### config.mk
export PLATFORM = sky130hd
export DESIGN_NAME = sprite_span_set_update_unit
export DESIGN_NICKNAME = d
export VERILOG_FILES = /design/src/design/ssu_pkg.sv /design/src/design/sprite_span_set_update_unit.sv /design/src/design/ssu_ctrl.sv /design/src/design/ssu_datapath.sv
export SDC_FILE = /design/constraint.sdc
export NUM_CORES = 1
export LEC_CHECK = 0
export BUFFER_PORTS_ARGS = -buffer_cell sky130_fd_sc_hd__buf_2
export CAP_MARGIN = 30
export CORE_MARGIN = 4
export CORE_UTILIZATION = 63
export DETAILED_ROUTE_END_ITERATION = 8
export GPL_TIMING_DRIVEN = 0
export PLACE_DENSITY = 0.82
export SYNTH_ARGS = -nofsm -noshare
export SYNTH_HDL_FRONTEND = slang
export SYNTH_HIERARCHICAL = 1
export SYNTH_SLANG_ARGS = --single-unit
### constraint.sdc
create_clock -name clk -period 10.61 [get_ports clk]
set_input_delay 1.5915 -clock clk [delete_from_list [all_inputs] [get_ports clk]]
set_output_delay 1.5915 -clock clk [all_outputs]
set_load 0.01 [all_outputs]
### src/design/ssu_pkg.sv
// ----------------------------------------------------------------------------
// Sprite span set update package
// Shared constants, size tables and controller/datapath interface types.
// ----------------------------------------------------------------------------
package ssu_pkg;

  localparam int SCREEN_COLUMNS = 240;
  localparam int SCREEN_ROWS    = 160;
  localparam int SPRITE_COUNT   = 128;

  localparam int IDX_W   = 7;
  localparam int LEN_W   = 8;
  localparam int CLIP_W  = 11;
  localparam int MAX_DIM = (SCREEN_COLUMNS > SCREEN_ROWS) ? SCREEN_COLUMNS : SCREEN_ROWS;
  localparam int DIM_W   = $clog2(MAX_DIM + 1);
  localparam int CNT_W   = (DIM_W > LEN_W) ? DIM_W : LEN_W;
  localparam int SUM_W   = CNT_W + 1;
  localparam int COL_AW  = $clog2(SCREEN_COLUMNS);
  localparam int ROW_AW  = $clog2(SCREEN_ROWS);

  localparam int IN_TDATA_W  = 32;
  localparam int OUT_TDATA_W = 16;

  typedef enum logic {
    OP_ADD    = 1'b0,
    OP_REMOVE = 1'b1
  } sprite_op_t;

  typedef enum logic [1:0] {
    SHAPE_SQUARE = 2'd0,
    SHAPE_WIDE   = 2'd1,
    SHAPE_TALL   = 2'd2,
    SHAPE_NONE   = 2'd3
  } shape_t;

  typedef struct packed {
    logic clr_step;
    logic load;
    logic setup;
    logic col_step;
    logic cnt_zero;
    logic row_step;
    logic res_load;
  } ssu_cmd_t;

  typedef struct packed {
    logic clr_last;
    logic col_end;
    logic row_end;
  } ssu_status_t;

  function automatic logic [LEN_W-1:0] base_width(input logic [1:0] shape,
                                                  input logic [1:0] size);
    logic [LEN_W-1:0] w;
    w = '0;
    unique case (shape_t'(shape))
      SHAPE_SQUARE: w = LEN_W'(8) << size;
      SHAPE_WIDE: begin
        unique case (size)
          2'd0:    w = LEN_W'(16);
          2'd1:    w = LEN_W'(32);
          2'd2:    w = LEN_W'(32);
          default: w = LEN_W'(64);
        endcase
      end
      SHAPE_TALL: begin
        unique case (size)
          2'd0:    w = LEN_W'(8);
          2'd1:    w = LEN_W'(8);
          2'd2:    w = LEN_W'(16);
          default: w = LEN_W'(32);
        endcase
      end
      default: w = '0;
    endcase
    return w;
  endfunction

  function automatic logic [LEN_W-1:0] base_height(input logic [1:0] shape,
                                                   input logic [1:0] size);
    logic [LEN_W-1:0] h;
    h = '0;
    unique case (shape_t'(shape))
      SHAPE_SQUARE: h = base_width(shape, size);
      SHAPE_WIDE:   h = base_width(SHAPE_TALL, size);
      SHAPE_TALL:   h = base_width(SHAPE_WIDE, size);
      default:      h = '0;
    endcase
    return h;
  endfunction

endpackage

### src/design/sprite_span_set_update_unit.sv
// xl and yl are the clipped column and row span lengths (at most 128 each); the column
// and row sweeps visit one memory entry per cycle. Items are handled one at a time; the next
// input transaction is taken while a finished result still waits in the output register.
// Reset: synchronous, active low; a clearing pass over every column and row entry follows
// with in_tready low.
// ----------------------------------------------------------------------------
// Sprite span set update unit
// Adds or removes one sprite from per-column and per-row coverage bit sets.
// ----------------------------------------------------------------------------
module sprite_span_set_update_unit (
  input  logic                              clk,
  input  logic                              rst_n,
  input  logic                              in_tvalid,
  output logic                              in_tready,
  // opcode[0], sprite_index[7:1], is_affine[8], mode_flag[9], x_pos[18:10],
  // y_pos[26:19], shape_code[28:27], size_code[30:29], zero[31]
  input  logic [ssu_pkg::IN_TDATA_W-1:0]    in_tdata,
  output logic                              out_tvalid,
  input  logic                              out_tready,
  // done_res[0], columns_touched[8:1], zero[15:9]
  output logic [ssu_pkg::OUT_TDATA_W-1:0]   out_tdata
);

  ssu_pkg::ssu_cmd_t    cmd;
  ssu_pkg::ssu_status_t status;

  ssu_ctrl u_ctrl (
    .clk        (clk),
    .rst_n      (rst_n),
    .in_tvalid  (in_tvalid),
    .in_tready  (in_tready),
    .out_tvalid (out_tvalid),
    .out_tready (out_tready),
    .status     (status),
    .cmd        (cmd)
  );

  ssu_datapath u_datapath (
    .clk       (clk),
    .rst_n     (rst_n),
    .cmd       (cmd),
    .status    (status),
    .in_tdata  (in_tdata),
    .out_tdata (out_tdata)
  );

`ifndef NO_ASSERTIONS
  a_result_from_load: assert property (@(posedge clk) disable iff (!rst_n)
    $rose(out_tvalid) |-> $past(cmd.res_load))
    else $error("Result raised without a result load.");

  a_cols_in_range: assert property (@(posedge clk) disable iff (!rst_n)
    out_tvalid |-> (out_tdata[8:1] <= 8'd128) && out_tdata[0])
    else $error("Result carries an impossible column count.");

  a_busy_after_accept: assert property (@(posedge clk) disable iff (!rst_n)
    (in_tvalid && in_tready) |=> !in_tready && cmd.setup)
    else $error("Accepted item did not enter setup.");

  a_one_sweep: assert property (@(posedge clk) disable iff (!rst_n)
    cmd.col_step |=> !cmd.clr_step && !cmd.load)
    else $error("Column sweep interrupted.");
`endif

endmodule

### src/design/ssu_ctrl.sv
// ----------------------------------------------------------------------------
// Sprite span set update controller
// Sequences the clearing pass, span setup, column and row sweeps and result.
// ----------------------------------------------------------------------------
module ssu_ctrl (
  input  logic                clk,
  input  logic                rst_n,
  input  logic                in_tvalid,
  output logic                in_tready,
  output logic                out_tvalid,
  input  logic                out_tready,
  input  ssu_pkg::ssu_status_t status,
  output ssu_pkg::ssu_cmd_t    cmd
);

  typedef enum logic [2:0] {
    ST_CLEAR,
    ST_IDLE,
    ST_SETUP,
    ST_COLS,
    ST_ROWS,
    ST_DONE
  } state_t;

  state_t state_r, state_nxt;
  logic   out_valid_r, out_valid_nxt;
  logic   out_free;

  assign out_free   = !out_valid_r || out_tready;
  assign in_tready  = (state_r == ST_IDLE);
  assign out_tvalid = out_valid_r;

  always_comb begin
    cmd           = '0;
    state_nxt     = state_r;
    out_valid_nxt = out_valid_r && !out_tready;
    unique case (state_r)
      ST_CLEAR: begin
        cmd.clr_step = 1'b1;
        if (status.clr_last) begin
          state_nxt = ST_IDLE;
        end
      end
      ST_IDLE: begin
        if (in_tvalid) begin
          cmd.load  = 1'b1;
          state_nxt = ST_SETUP;
        end
      end
      ST_SETUP: begin
        cmd.setup = 1'b1;
        state_nxt = ST_COLS;
      end
      ST_COLS: begin
        if (status.col_end) begin
          cmd.cnt_zero = 1'b1;
          state_nxt    = ST_ROWS;
        end else begin
          cmd.col_step = 1'b1;
        end
      end
      ST_ROWS: begin
        if (status.row_end) begin
          state_nxt = ST_DONE;
        end else begin
          cmd.row_step = 1'b1;
        end
      end
      ST_DONE: begin
        if (out_free) begin
          cmd.res_load  = 1'b1;
          out_valid_nxt = 1'b1;
          state_nxt     = ST_IDLE;
        end
      end
      default: state_nxt = ST_CLEAR;
    endcase
  end

  always_ff @(posedge clk) begin
    if (!rst_n) begin
      state_r     <= ST_CLEAR;
      out_valid_r <= 1'b0;
    end else begin
      state_r     <= state_nxt;
      out_valid_r <= out_valid_nxt;
    end
  end

endmodule

### src/design/ssu_datapath.sv
// ----------------------------------------------------------------------------
// Sprite span set update datapath
// Span clipping, sweep counter, column and row set memories and result.
// ----------------------------------------------------------------------------
module ssu_datapath (
  input  logic                                  clk,
  input  logic                                  rst_n,
  input  ssu_pkg::ssu_cmd_t                     cmd,
  output ssu_pkg::ssu_status_t                  status,
  input  logic [ssu_pkg::IN_TDATA_W-1:0]        in_tdata,
  output logic [ssu_pkg::OUT_TDATA_W-1:0]       out_tdata
);

  localparam int SC = ssu_pkg::SPRITE_COUNT;

  logic                                opcode_r;
  logic [ssu_pkg::IDX_W-1:0]           idx_r;
  logic                                affine_r;
  logic                                flag_r;
  logic signed [8:0]                   x_r;
  logic signed [7:0]                   y_r;
  logic [1:0]                          shape_r;
  logic [1:0]                          size_r;

  logic [7:0]                          xf_r, yf_r;
  logic [ssu_pkg::LEN_W-1:0]           xl_r, yl_r;
  logic [SC-1:0]                       mask_r;
  logic [ssu_pkg::CNT_W-1:0]           cnt_r;
  logic [ssu_pkg::LEN_W-1:0]           res_cols_r;

  logic                                enable;
  logic                                remove_op;
  logic [ssu_pkg::LEN_W-1:0]           w, h;
  logic signed [ssu_pkg::CLIP_W-1:0]   x_ext, x_end, x_start, x_lim, x_endc;
  logic signed [ssu_pkg::CLIP_W-1:0]   y_ext, y_end, y_start, y_lim, y_endc;
  logic [ssu_pkg::LEN_W-1:0]           xl_nxt, yl_nxt;
  logic [SC-1:0]                       mask_nxt;

  logic [SC-1:0]                       col_mem [ssu_pkg::SCREEN_COLUMNS];
  logic [SC-1:0]                       row_mem [ssu_pkg::SCREEN_ROWS];
  logic [SC-1:0]                       col_rd_r, row_rd_r;
  logic [ssu_pkg::COL_AW-1:0]          col_wa_r, col_ra, col_wa;
  logic [ssu_pkg::ROW_AW-1:0]          row_wa_r, row_ra, row_wa;
  logic                                col_pend_r, row_pend_r;
  logic                                col_we, row_we;
  logic [SC-1:0]                       col_wd, row_wd;
  logic [ssu_pkg::SUM_W-1:0]           col_sum, row_sum;
  logic                                clr_col, clr_row;

  // Setup arithmetic on the captured item.
  always_comb begin
    enable  = ({1'b0, idx_r} < (ssu_pkg::IDX_W + 1)'(SC)) && !(!affine_r && flag_r);
    w       = ssu_pkg::base_width(shape_r, size_r) << flag_r;
    h       = ssu_pkg::base_height(shape_r, size_r) << flag_r;

    x_ext   = ssu_pkg::CLIP_W'(x_r);
    x_end   = x_ext + $signed({{(ssu_pkg::CLIP_W - ssu_pkg::LEN_W){1'b0}}, w});
    x_start = x_r[8] ? '0 : x_ext;
    x_lim   = ssu_pkg::CLIP_W'(ssu_pkg::SCREEN_COLUMNS);
    x_endc  = (x_end > x_lim) ? x_lim : x_end;
    xl_nxt  = (enable && (x_endc > x_start)) ? ssu_pkg::LEN_W'(x_endc - x_start) : '0;

    y_ext   = ssu_pkg::CLIP_W'(y_r);
    y_end   = y_ext + $signed({{(ssu_pkg::CLIP_W - ssu_pkg::LEN_W){1'b0}}, h});
    y_start = y_r[7] ? '0 : y_ext;
    y_lim   = ssu_pkg::CLIP_W'(ssu_pkg::SCREEN_ROWS);
    y_endc  = (y_end > y_lim) ? y_lim : y_end;
    yl_nxt  = (enable && (y_endc > y_start)) ? ssu_pkg::LEN_W'(y_endc - y_start) : '0;

    for (int i = 0; i < SC; i++) begin
      mask_nxt[i] = (idx_r == ssu_pkg::IDX_W'(i));
    end
  end

  always_ff @(posedge clk) begin
    if (cmd.load) begin
      opcode_r <= in_tdata[0];
      idx_r    <= in_tdata[7:1];
      affine_r <= in_tdata[8];
      flag_r   <= in_tdata[9];
      x_r      <= in_tdata[18:10];
      y_r      <= in_tdata[26:19];
      shape_r  <= in_tdata[28:27];
      size_r   <= in_tdata[30:29];
    end
    if (cmd.setup) begin
      xf_r   <= x_start[7:0];
      yf_r   <= y_start[7:0];
      xl_r   <= xl_nxt;
      yl_r   <= yl_nxt;
      mask_r <= mask_nxt;
    end
    if (cmd.res_load) begin
      res_cols_r <= xl_r;
    end
  end

  always_ff @(posedge clk) begin
    if (!rst_n) begin
      cnt_r      <= '0;
      col_pend_r <= 1'b0;
      row_pend_r <= 1'b0;
    end else begin
      if (cmd.setup || cmd.cnt_zero || (cmd.clr_step && status.clr_last)) begin
        cnt_r <= '0;
      end else if (cmd.clr_step || cmd.col_step || cmd.row_step) begin
        cnt_r <= cnt_r + 1'b1;
      end
      col_pend_r <= cmd.col_step;
      row_pend_r <= cmd.row_step;
    end
  end

  assign status.clr_last = (cnt_r == ssu_pkg::CNT_W'(ssu_pkg::MAX_DIM - 1));
  assign status.col_end  = (cnt_r == ssu_pkg::CNT_W'(xl_r));
  assign status.row_end  = (cnt_r == ssu_pkg::CNT_W'(yl_r));

  // Read-modify-write sweep: read one entry per cycle, write it back next cycle.
  assign col_sum = ssu_pkg::SUM_W'(xf_r) + ssu_pkg::SUM_W'(cnt_r);
  assign row_sum = ssu_pkg::SUM_W'(yf_r) + ssu_pkg::SUM_W'(cnt_r);
  assign col_ra  = col_sum[ssu_pkg::COL_AW-1:0];
  assign row_ra  = row_sum[ssu_pkg::ROW_AW-1:0];

  assign clr_col = cmd.clr_step && (cnt_r < ssu_pkg::CNT_W'(ssu_pkg::SCREEN_COLUMNS));
  assign clr_row = cmd.clr_step && (cnt_r < ssu_pkg::CNT_W'(ssu_pkg::SCREEN_ROWS));

  assign remove_op = (opcode_r == ssu_pkg::OP_REMOVE);

  assign col_we = clr_col || col_pend_r;
  assign row_we = clr_row || row_pend_r;
  assign col_wa = clr_col ? cnt_r[ssu_pkg::COL_AW-1:0] : col_wa_r;
  assign row_wa = clr_row ? cnt_r[ssu_pkg::ROW_AW-1:0] : row_wa_r;
  assign col_wd = clr_col ? '0 : (remove_op ? (col_rd_r & ~mask_r) : (col_rd_r | mask_r));
  assign row_wd = clr_row ? '0 : (remove_op ? (row_rd_r & ~mask_r) : (row_rd_r | mask_r));

  always_ff @(posedge clk) begin
    if (col_we) begin
      col_mem[col_wa] <= col_wd;
    end
    if (cmd.col_step) begin
      col_rd_r <= col_mem[col_ra];
      col_wa_r <= col_ra;
    end
  end

  always_ff @(posedge clk) begin
    if (row_we) begin
      row_mem[row_wa] <= row_wd;
    end
    if (cmd.row_step) begin
      row_rd_r <= row_mem[row_ra];
      row_wa_r <= row_ra;
    end
  end

  assign out_tdata = {{(ssu_pkg::OUT_TDATA_W - ssu_pkg::LEN_W - 1){1'b0}}, res_cols_r, 1'b1};

endmodule
==> results of run 1 <==
[cell usage in the layout, fill, tap and decap left out, types with 13 or more instances in the layout]
master	synthesis	final
nand2_1	30	30
inv_1	13	13
edfxtp_1	47	47
buf_2	2	38
nor2_1	32	32
nor2b_1	13	13
ha_1	34	34
xnor2_1	22	22
nand2b_1	17	17
o21ai_0	19	19
a21oi_1	25	25
[Yosys cell counts (3+ instances only)]
cell      instances  area [µm²]
nor2b_1          13       81.33
or4_1             3       22.52
nor3_1           11       55.05
a21o_1            3       22.52
o31a_1            3       26.28
xnor2_1          22       192.7
ha_1             34       425.4
o21a_1            8       60.06
edfxtp_1         47        1411
and3_1            8       50.05
a21oi_1          25       125.1
nand2b_1         17       106.4
and2_1            3       18.77
nor3b_1           3       22.52
nand3_1           7       35.03
buf_4             8       60.06
o22ai_1           3       18.77
clkbuf_1          8       30.03
nor2_1           32       120.1
inv_1            13       48.80
o21ai_0          19       95.09
dfxtp_1          12       240.2
a211oi_1          3       22.52
nand4_1          12       75.07
fa_1              4       80.08
nand2_1          30       112.6
xor2_1            8       70.07
[layout make-up]
class / count / area, µm²
clock buffers: 9 / 123.9
well taps: 77 / 96.34
plain buffers: 19 / 111.4
inverters: 13 / 48.80
repair buffers: 38 / 215.2
clock inverters: 7 / 67.56
fillers: 457 / 1697
flip-flops and latches: 59 / 1652
multi-input cells: 326 / 2302
[metrics by stage]
stage,power (mW),std cells,cell area [µm²],setup slack [ns],util [%]
floorplan,0.2637,417,4114,6.230,-
global placement,0.2691,530,4390,5.800,69.54
detailed placement,0.2702,531,4398,5.605,69.66
CTS,0.4675,547,4589,5.623,72.69
global route,0.4825,548,4617,5.265,73.13
finish,0.4627,548,4617,5.611,73.13
[worst max path at each step]
| stage | startpoint | end | slack, ns | depth (start not counted) |
|---|---|---|---|---|
| 2_1_floorplan | u_datapath/size_r[1] | u_datapath/yl_r[5] | 6.23 | 19 |
| 6_report | u_datapath/size_r[1] | u_datapath/yl_r[5] | 5.61 | 19 |
| 3_3_place_gp | u_datapath/size_r[1] | u_datapath/yl_r[4] | 5.80 | 19 |
| 4_1_cts | u_datapath/size_r[1] | u_datapath/yl_r[5] | 5.62 | 19 |
| 5_1_grt | u_datapath/size_r[1] | u_datapath/yl_r[1] | 5.26 | 19 |
| 3_5_place_dp | u_datapath/size_r[1] | u_datapath/yl_r[5] | 5.60 | 19 |
[power groups by stage]
stage	combinational [mW]	sequential [mW]	clock (mW)
global placement	0.0141	0.255	0
global route	0.0174	0.250	0.215
floorplan	0.00895	0.255	0
finish	0.0152	0.250	0.197
CTS	0.0152	0.250	0.202
detailed placement	0.0151	0.255	0
[state kept, by name, summed over array words and instances (netlist names)]
name and cells:
u_ctrl/out_tvalid 1, u_datapath/shape_r 2, u_datapath/res_cols_r 8, u_datapath/affine_r 1, u_datapath/x_r 9, u_datapath/cnt_r 8
u_datapath/y_r 8, u_ctrl/state_r 3, u_datapath/size_r 2, u_datapath/flag_r 1, u_datapath/xl_r 8, u_datapath/yl_r 8
[routing by layer]
metal / GRT usage (%) / up-vias / share of wire [%] / wire, µm
met4: 11.13 / 0 / 2.8 / 217
li1: - / 1598 / - / -
met3: 3.631 / 21 / 4.0 / 319
met1: 24.82 / 1533 / 43 / 3352
met5: 0 / - / 0 / 0
met2: 38.41 / 70 / 51 / 3988
[cell families after synthesis]
kind of cell             count (synthesis)  synth area share (%)
AND/OR/NAND/NOR                        157                 20.61
buffers and inverters                   32                 3.915
multiplexers                             4                 1.040
other                                    2                0.1836
AO/OA/AOI/OAI                           88                 14.71
adder cells (fa/ha/maj)                 38                 12.35
XOR/XNOR                                31                 6.820
flip-flops                              59                 40.37
==> flow_metrics.tcl, run 1 <==
set metrics [dict create \
    start_util_pct 64.80 \
    ctsHtreeMaxLevel 3 \
    hpwl_um 6172 \
    detailroute.via_count 3222 \
    hold_start "u_datapath/xl_r[6]" \
    crit_slowest_cell "a2111oi_4" \
    clock_latency_ns 0.33 \
    holdBufCountCts 0 \
    dieArea_mm2 0.007847 \
    clk_pin_slew_worst_paths_ns 0.07 \
    p_switching_mw 0.09838 \
    reg2reg_depth 19 \
    avgSynthCellArea_um2 9.955 \
    critPathRequiredTime_ns 10.67 \
    cts_sinks 59 \
    hp-class "reg -> reg" \
    cp.arrival_ns 5.06 \
    fin_tns_setup_ns 0 \
    die_w_um 88.59 \
    grt_max_degree 24 \
    seqPwrFrac_pct 54.0 \
    p_int_mw 0.3643 \
    grt_pass1_wl_um 13330 \
    synth-edff-count 47 \
    crit_family "compound AO/OA/AOI/OAI gates" \
    whs_ns 0.4783 \
    path_class "reg -> reg" \
    cts_resized 0 \
    io-pin-count 54 \
    cpPeakStageDelay_ns 0.52 \
    hold_viol 0 \
    critPathMaxFanout 6 \
    slew_violations 0 \
    ys_warn_count 6 \
    synth_top_flop_cell "edfxtp_1" \
    clock.fmax_mhz 200.0 \
    netlist_area_mm2 0.004091 \
    worst_slew_pin_slew_ns 0.6878 \
    gp_congestion 0.9194 \
    n_antenna_cell 0 \
    r2r_end "u_datapath/yl_r[5]" \
    cts_tree "built" \
    path_cells "inv_1, ha_1, nor2b_1, a21oi_1, o21ai_0, nor2_1, a21oi_1, fa_1, or4_1, o21ai_0, o21ai_1, o211ai_1, and3_1, ha_1, nor2b_1, o31a_1, a2bb2oi_1, a2111oi_4, nor3_1" \
    syn_inst 411 \
    grt_pass1_vias 3133 \
    yosysSeqAreaShare_pct 40.37 \
    async_flop_share_pct 0 \
    post-cts-setup-buffers 0 \
    grt_overflow 0 \
    clock_power_share_pct 42.7 \
    hold_path_depth 0 \
    core_mm2 0.006314 \
    synth_cell_types 64 \
    clockBufferDepth 2 \
    start_kind "flip-flop" \
    cts_buffers 9 \
    p_comb_share_pct 3.3 \
    drcViolationCount 0 \
    drive_gt1_share_pct 16.56 \
    end_kind "flip-flop" \
    vias_per_cell 5.880 \
    r2r_slack_ns 5.61 \
    status "finished, final reports clean" \
    p_leak_nw 1.808 \
    max_cap_viol_count 0 \
    grt_util_all_layers_pct 21.58 \
    hold_end "u_datapath/res_cols_r[6]" \
    die_h_um 88.59 \
    ir_worst_vdd_mv 0.09100 \
    wire_per_inst_um 14.37 \
    firstDrtPassIters 4 \
    portBuffers 36 \
    layout_min_cycle_time_ns 4.999 \
    power.density_mw_per_mm2 100.2 \
    finalCritPeriodShare_pct 47.11 \
    maxSlewHeadroom_pct 54.05 \
    fin_skew_ns 0.009333 \
    cp_num_buf_inv 1 \
    drt-total-wl_um 7877 \
    final_antenna_net_count 0 \
    rsz0062_at_grt "false" \
    antenna_found_initial 0 \
    synthToLayoutAreaGrowth_pct 12.84 \
    rows 29 \
    ys_ff_latch 59 \
    r2r_start "u_datapath/size_r[1]" \
    drtIter0Drc 126 \
    setup_viol 0 \
    root_buffer "clkbuf_8" \
    swShare_pct 21.26 \
    nets 540 \
]
Note: power is estimated with default switching activity, not from simulation.
==> run 2: changes to the inputs <==
--- a/config.mk
+++ b/config.mk
@@ -5,13 +5,14 @@
 export SDC_FILE = /design/constraint.sdc
 export NUM_CORES = 1
 export LEC_CHECK = 0
+export ABC_AREA = 1
 export BUFFER_PORTS_ARGS = -buffer_cell sky130_fd_sc_hd__buf_2
 export CAP_MARGIN = 30
 export CORE_MARGIN = 4
-export CORE_UTILIZATION = 63
+export CORE_UTILIZATION = 59
 export DETAILED_ROUTE_END_ITERATION = 8
 export GPL_TIMING_DRIVEN = 0
-export PLACE_DENSITY = 0.82
+export PLACE_DENSITY = 0.77
 export SYNTH_ARGS = -nofsm -noshare
 export SYNTH_HDL_FRONTEND = slang
 export SYNTH_HIERARCHICAL = 1
==> constraint.sdc (replaced) <==
create_clock -name clk -period 4.8 [get_ports clk]
set_input_delay 0.72 -clock clk [delete_from_list [all_inputs] [get_ports clk]]
set_output_delay 0.72 -clock clk [all_outputs]
set_load 0.01 [all_outputs]
==> flow_metrics.tcl, run 2 <==
set metrics [dict create \
    synthMuxAreaShare_pct 0 \
    path_common_cell "inv_1" \
    post-synth-top-count-cell "nand2_1" \
    start_kind "flip-flop" \
    ys_ff_latch 59 \
    crit_slowest_cell "fa_1" \
    regMostFlops "u_datapath/x_r" \
    fin_tns_setup_ns 0 \
    rows 30 \
    critPathRequiredTime_ns 5.00 \
    synth_cell_types 44 \
    maxSlewHeadroom_pct 49.56 \
    p_int_mw 0.9743 \
    synth-edff-count 47 \
    dieArea_mm2 0.008414 \
    synth.largest_area_cell "edfxtp_1" \
    largest_reg_flops 9 \
    avgSynthCellArea_um2 8.654 \
    cts_buffers 9 \
    die_w_um 91.73 \
    hold_viol 0 \
    hp-class "reg -> reg" \
    drcViolationCount 0 \
    rsz0062_at_grt "false" \
    end_kind "flip-flop" \
    nets 611 \
    seqPwrFrac_pct 42.3 \
    synth_xor_area_share_pct 6.776 \
    detailroute.via_count 3276 \
    yosys.area_share.simple_pct 24.38 \
    gp_congestion 0.8526 \
    path_class "reg -> reg" \
    netlist_area_mm2 0.004136 \
    async_flop_share_pct 0 \
    synth_top_cell_area_share_pct 34.12 \
    drive_gt1_share_pct 20.11 \
    layout_min_cycle_time_ns 4.453 \
    clock_latency_ns 0.34 \
    swShare_pct 30.57 \
    firstDrtPassIters 5 \
    yosysSeqAreaShare_pct 39.93 \
    grt_util_met3_pct 3.692 \
    grt_use_met1_pct 23.33 \
    hpwl_um 6230 \
    max_cap_viol_count 0 \
    ys_warn_count 6 \
    final_antenna_net_count 0 \
    place_ws_ns 0.4848 \
    die_h_um 91.73 \
    n_antenna_cell 0 \
    clockBufferDepth 2 \
    grt_util_all_layers_pct 19.88 \
    clock_power_share_pct 31.5 \
    cts_tree "built" \
    drt-total-wl_um 7987 \
    p_comb_share_pct 26.1 \
    synth-compound-area-share_pct 7.834 \
    fin_util_pct 69.39 \
    slew_violations 0 \
    critPathMaxFanout 5 \
    cpPeakStageDelay_ns 0.42 \
    root_buffer "clkbuf_8" \
    layout_common_cells "90 x nand2_1, 61 x inv_1, 47 x edfxtp_1" \
    io-pin-count 54 \
    core_mm2 0.006794 \
    start_util_pct 60.88 \
    syn_inst 478 \
    cp.arrival_ns 4.66 \
    clk_pin_slew_worst_paths_ns 0.07 \
    wire_per_inst_um 12.52 \
    final_common_cell "nand2_1" \
    finalCritPeriodShare_pct 92.77 \
    status "finished, final reports clean" \
    worst_slew_pin_slew_ns 0.7509 \
    synth_top_flop_cell "edfxtp_1" \
    vias_per_cell 5.135 \
    top_usage_layer "met2" \
    power.density_mw_per_mm2 297.7 \
    grt_pass1_wl_um 13430 \
    synthTopCellsByArea "edfxtp_1 34%, ha_1 10%, nand2_1 8.2%, dfxtp_1 5.8%, inv_1 5.5%" \
    yosys-top-cells-count "90 x nand2_1, 61 x inv_1, 47 x edfxtp_1, 46 x nor2_1, 34 x ha_1" \
    grt_pass1_vias 3164 \
    ctsHtreeMaxLevel 3 \
    clock.fmax_mhz 224.6 \
    ir_worst_vdd_mv 0.2387 \
    portBuffers 36 \
    yosys.area_share.adder_pct 12.22 \
    synth_top_family_by_area "simple AND/OR/NAND/NOR gates" \
    grt.met2_usage_pct 35.24 \
    whs_ns 0.4785 \
    antenna_found_initial 0 \
    fin_skew_ns 0.006545 \
    drtIter0Drc 157 \
    p_switching_mw 0.4291 \
    grt_overflow 0 \
    setup_viol 0 \
    finalWorstSetupSlack_ns 0.3468 \
    holdBufCountCts 0 \
    p_leak_nw 2.087 \
    grt_max_degree 22 \
    synthToLayoutAreaGrowth_pct 13.97 \
    cts_sinks 59 \
]
run 2: per-stage QoR:
step	std cells	area (µm²)	total power [mW]
after floorplan	484	4159	0.8899
after global placement	616	4459	0.9496
after detailed placement	619	4493	0.9650
after CTS	635	4692	1.413
after global routing	638	4715	1.489
final	638	4715	1.403
run 2: worst paths after layout:
kind	cells past startpoint	start	to	slack [ns]
setup / recovery	26	u_datapath/size_r[0]	u_datapath/xl_r[6]	0.35
hold / removal	0	u_datapath/xl_r[2]	u_datapath/res_cols_r[2]	0.48
setup reg to reg	26	u_datapath/size_r[0]	u_datapath/xl_r[6]	0.35
hold reg to reg	0	u_datapath/xl_r[2]	u_datapath/res_cols_r[2]	0.48
run 2: cell families (layout without fill, tap and decap cells):
kind of cell,Yosys count,after routing
AO/OA/AOI/OAI,54,54
XOR/XNOR,32,32
adder cells (fa/ha/maj),38,38
buffers and inverters,82,140
flip-flops,59,59
other,2,8
AND/OR/NAND/NOR,211,211
run 2: critical path: cells and delay by family (launching register included):
kind / cells / cell delay, ns
buffers and inverters: 4 / 0.32
AND/OR/NAND/NOR: 11 / 1.15
flip-flops: 1 / 0.41
AO/OA/AOI/OAI: 4 / 0.67
XOR/XNOR: 2 / 0.31
adder cells (fa/ha/maj): 5 / 1.46
run 2: metal layers:
metal	up-vias	part of all wire, %
met5	-	0
met4	0	2.3
met3	17	3.9
met2	72	51
met1	1513	43
li1	1674	-
run 2: layout make-up:
cell class / instances / area, µm²
Multi-Input combinational cell: 343 / 2151
Fill cell: 512 / 2079
Sequential cell: 59 / 1652
Inverter: 68 / 255.2
Timing Repair Buffer: 42 / 234.0
Clock buffer: 13 / 181.4
Tap cell: 96 / 120.1
Buffer: 14 / 103.9
Clock inverter: 3 / 17.52
run 2: what timing repair did:
item	4_1_cts	5_1_grt
endpoints found under the setup margin	0	1
setup buffers	0	3
resized for setup	0	1
run 2: power groups by stage:
| stage | logic [mW] | clock network (mW) | registers, mW |
|---|---|---|---|
| floorplan | 0.288 | 0 | 0.601 |
| global placement | 0.344 | 0 | 0.605 |
| detailed placement | 0.360 | 0 | 0.605 |
| CTS | 0.364 | 0.456 | 0.594 |
| global route | 0.414 | 0.479 | 0.596 |
| finish | 0.366 | 0.443 | 0.594 |
==> run 3: changes to the inputs <==
--- a/config.mk
+++ b/config.mk
@@ -9,10 +9,11 @@
 export BUFFER_PORTS_ARGS = -buffer_cell sky130_fd_sc_hd__buf_2
 export CAP_MARGIN = 30
 export CORE_MARGIN = 4
-export CORE_UTILIZATION = 59
+export CORE_UTILIZATION = 63
+export CTS_CLUSTER_DIAMETER = 50
 export DETAILED_ROUTE_END_ITERATION = 8
 export GPL_TIMING_DRIVEN = 0
-export PLACE_DENSITY = 0.77
+export PLACE_DENSITY = 0.82
 export SYNTH_ARGS = -nofsm -noshare
 export SYNTH_HDL_FRONTEND = slang
 export SYNTH_HIERARCHICAL = 1
==> constraint.sdc (replaced) <==
create_clock -name clk -period 5.25 [get_ports clk]
set_input_delay 0.7875 -clock clk [delete_from_list [all_inputs] [get_ports clk]]
set_output_delay 0.7875 -clock clk [all_outputs]
set_load 0.01 [all_outputs]
==> flow_metrics.tcl, run 3 (synthesis results as in run 2) <==
set metrics [dict create \
    status "finished, final reports clean" \
    drtIter0Drc 170 \
    power.density_mw_per_mm2 270.9 \
    final_antenna_net_count 0 \
    r2r_end "u_datapath/yl_r[6]" \
    setup_viol 0 \
    end_kind "flip-flop" \
    clockBufferDepth 2 \
    wire_per_inst_um 12.87 \
    antenna_found_initial 0 \
    max_cap_viol_count 0 \
    rows 29 \
    regMostFlops "u_datapath/x_r" \
    clock_power_share_pct 30.8 \
    layout.cells.non_filler 616 \
    p_leak_nw 2.063 \
    fin_tns_setup_ns 0 \
    drcViolationCount 0 \
    cts_resized 0 \
    post-cts-setup-buffers 0 \
    grt_pass1_wl_um 13220 \
    start_util_pct 65.14 \
    detailroute.via_count 3296 \
    drt-total-wl_um 7926 \
    grt_util_all_layers_pct 21.25 \
    swShare_pct 30.65 \
    p_total_mw 1.260 \
    firstDrtPassIters 4 \
    portBuffers 36 \
    clk_pin_slew_worst_paths_ns 0.07 \
    r2r_start "u_datapath/size_r[0]" \
    cts_tree "built" \
    hpwl_um 6123 \
    p_int_mw 0.8739 \
    n_antenna_cell 0 \
    hold_start "u_datapath/xl_r[7]" \
    hold_path_depth 0 \
    cts_buffers 9 \
    critPathRequiredTime_ns 5.44 \
    r2r_slack_ns 0.93 \
    largest_reg_flops 9 \
    grt_pass1_vias 3217 \
    synthToLayoutAreaGrowth_pct 12.43 \
    p_comb_share_pct 26.0 \
    clock_latency_ns 0.33 \
    die_w_um 89.03 \
    finalCritPeriodShare_pct 82.28 \
    dieArea_mm2 0.007926 \
    ctsHtreeMaxLevel 3 \
    hold_viol 0 \
    placedCellCount 600 \
    path_class "reg -> reg" \
    holdBufCountCts 0 \
    drive_gt1_share_pct 19.48 \
    rsz0062_at_grt "false" \
    die_h_um 89.03 \
    cp.arrival_ns 4.51 \
    cts_sinks 59 \
    root_buffer "clkbuf_8" \
    reg2reg_depth 24 \
    slew_violations 0 \
    io-pin-count 54 \
    p_switching_mw 0.3862 \
    seqPwrFrac_pct 43.2 \
    ir_worst_vdd_mv 0.1793 \
    layout_min_cycle_time_ns 4.320 \
    final_common_cell "nand2_1" \
    vias_per_cell 5.351 \
    hp-class "reg -> reg" \
    grt_max_degree 22 \
    fin_util_pct 73.24 \
    clock.fmax_mhz 231.5 \
    gp_congestion 0.8840 \
    critPathMaxFanout 7 \
    start_kind "flip-flop" \
    grt_overflow 0 \
    layout_common_cells "90 x nand2_1, 61 x inv_1, 47 x edfxtp_1" \
    hold_end "u_datapath/res_cols_r[7]" \
    core_mm2 0.006350 \
    nets 608 \
    fin_skew_ns 0.009300 \
]
run 3: metrics by stage:
stage / worst slack, ns / cell area, µm² / hold WS, ns
floorplan: 1.446 / 4159 / 0.4487
global placement: 1.107 / 4436 / 0.4642
detailed placement: 0.9811 / 4468 / 0.4673
CTS: 0.9484 / 4651 / 0.4822
global route: 0.5900 / 4651 / 0.4928
finish: 0.9303 / 4651 / 0.4778
run 3: power by group through the flow:
stage / clock network, mW / logic (mW) / registers, mW
global route: 0.421 / 0.374 / 0.546
finish: 0.388 / 0.328 / 0.545
CTS: 0.396 / 0.328 / 0.544
detailed placement: 0 / 0.324 / 0.554
global placement: 0 / 0.311 / 0.554
floorplan: 0 / 0.264 / 0.550
run 3: area by class of cell:
class | instances | area (µm²)
Multi-Input combinational cell | 343 | 2151
Fill cell | 478 | 1699
Sequential cell | 59 | 1652
Inverter | 68 | 255.2
Timing Repair Buffer | 39 | 210.2
Clock buffer | 9 | 123.9
Buffer | 14 | 103.9
Tap cell | 77 | 96.34
Clock inverter | 7 | 58.81
run 3: per-layer routing:
metal	global-route usage (%)	share of wire, %
met1	24.15	41
met2	37.79	50
met3	3.594	5.1
met4	11.77	3.2
met5	0	0
run 3: how the worst max path moves through the flow:
stage                              start                  to  slack, ns  depth (start not counted)
global placement    u_datapath/size_r[0]  u_datapath/yl_r[6]       1.11                         23
finish              u_datapath/size_r[0]  u_datapath/yl_r[6]       0.93                         24
CTS                 u_datapath/size_r[0]  u_datapath/xl_r[5]       0.95                         23
floorplan           u_datapath/size_r[0]  u_datapath/xl_r[6]       1.45                         26
global route        u_datapath/size_r[0]  u_datapath/xl_r[6]       0.59                         27
detailed placement  u_datapath/size_r[0]  u_datapath/yl_r[6]       0.98                         23
run 3: worst max-delay path, cell delays in order, from the launching register on:
cell      delay (ns)
edfxtp_1        0.46
inv_1           0.16
ha_1            0.18
nor3b_1         0.28
a21oi_1         0.12
nor2_1          0.19
ha_1            0.26
fa_1            0.43
inv_1           0.08
nand3_1         0.08
o21ai_1         0.13
nand2_1         0.07
nand2_1         0.05
nand2_1         0.05
nand2_2         0.11
inv_2           0.09
nor2_1          0.14
inv_1           0.08
fa_1            0.46
o21ai_0         0.17
a21oi_1         0.08
o21ai_0         0.21
xor2_1          0.17
inv_1           0.05
nor2_1          0.09
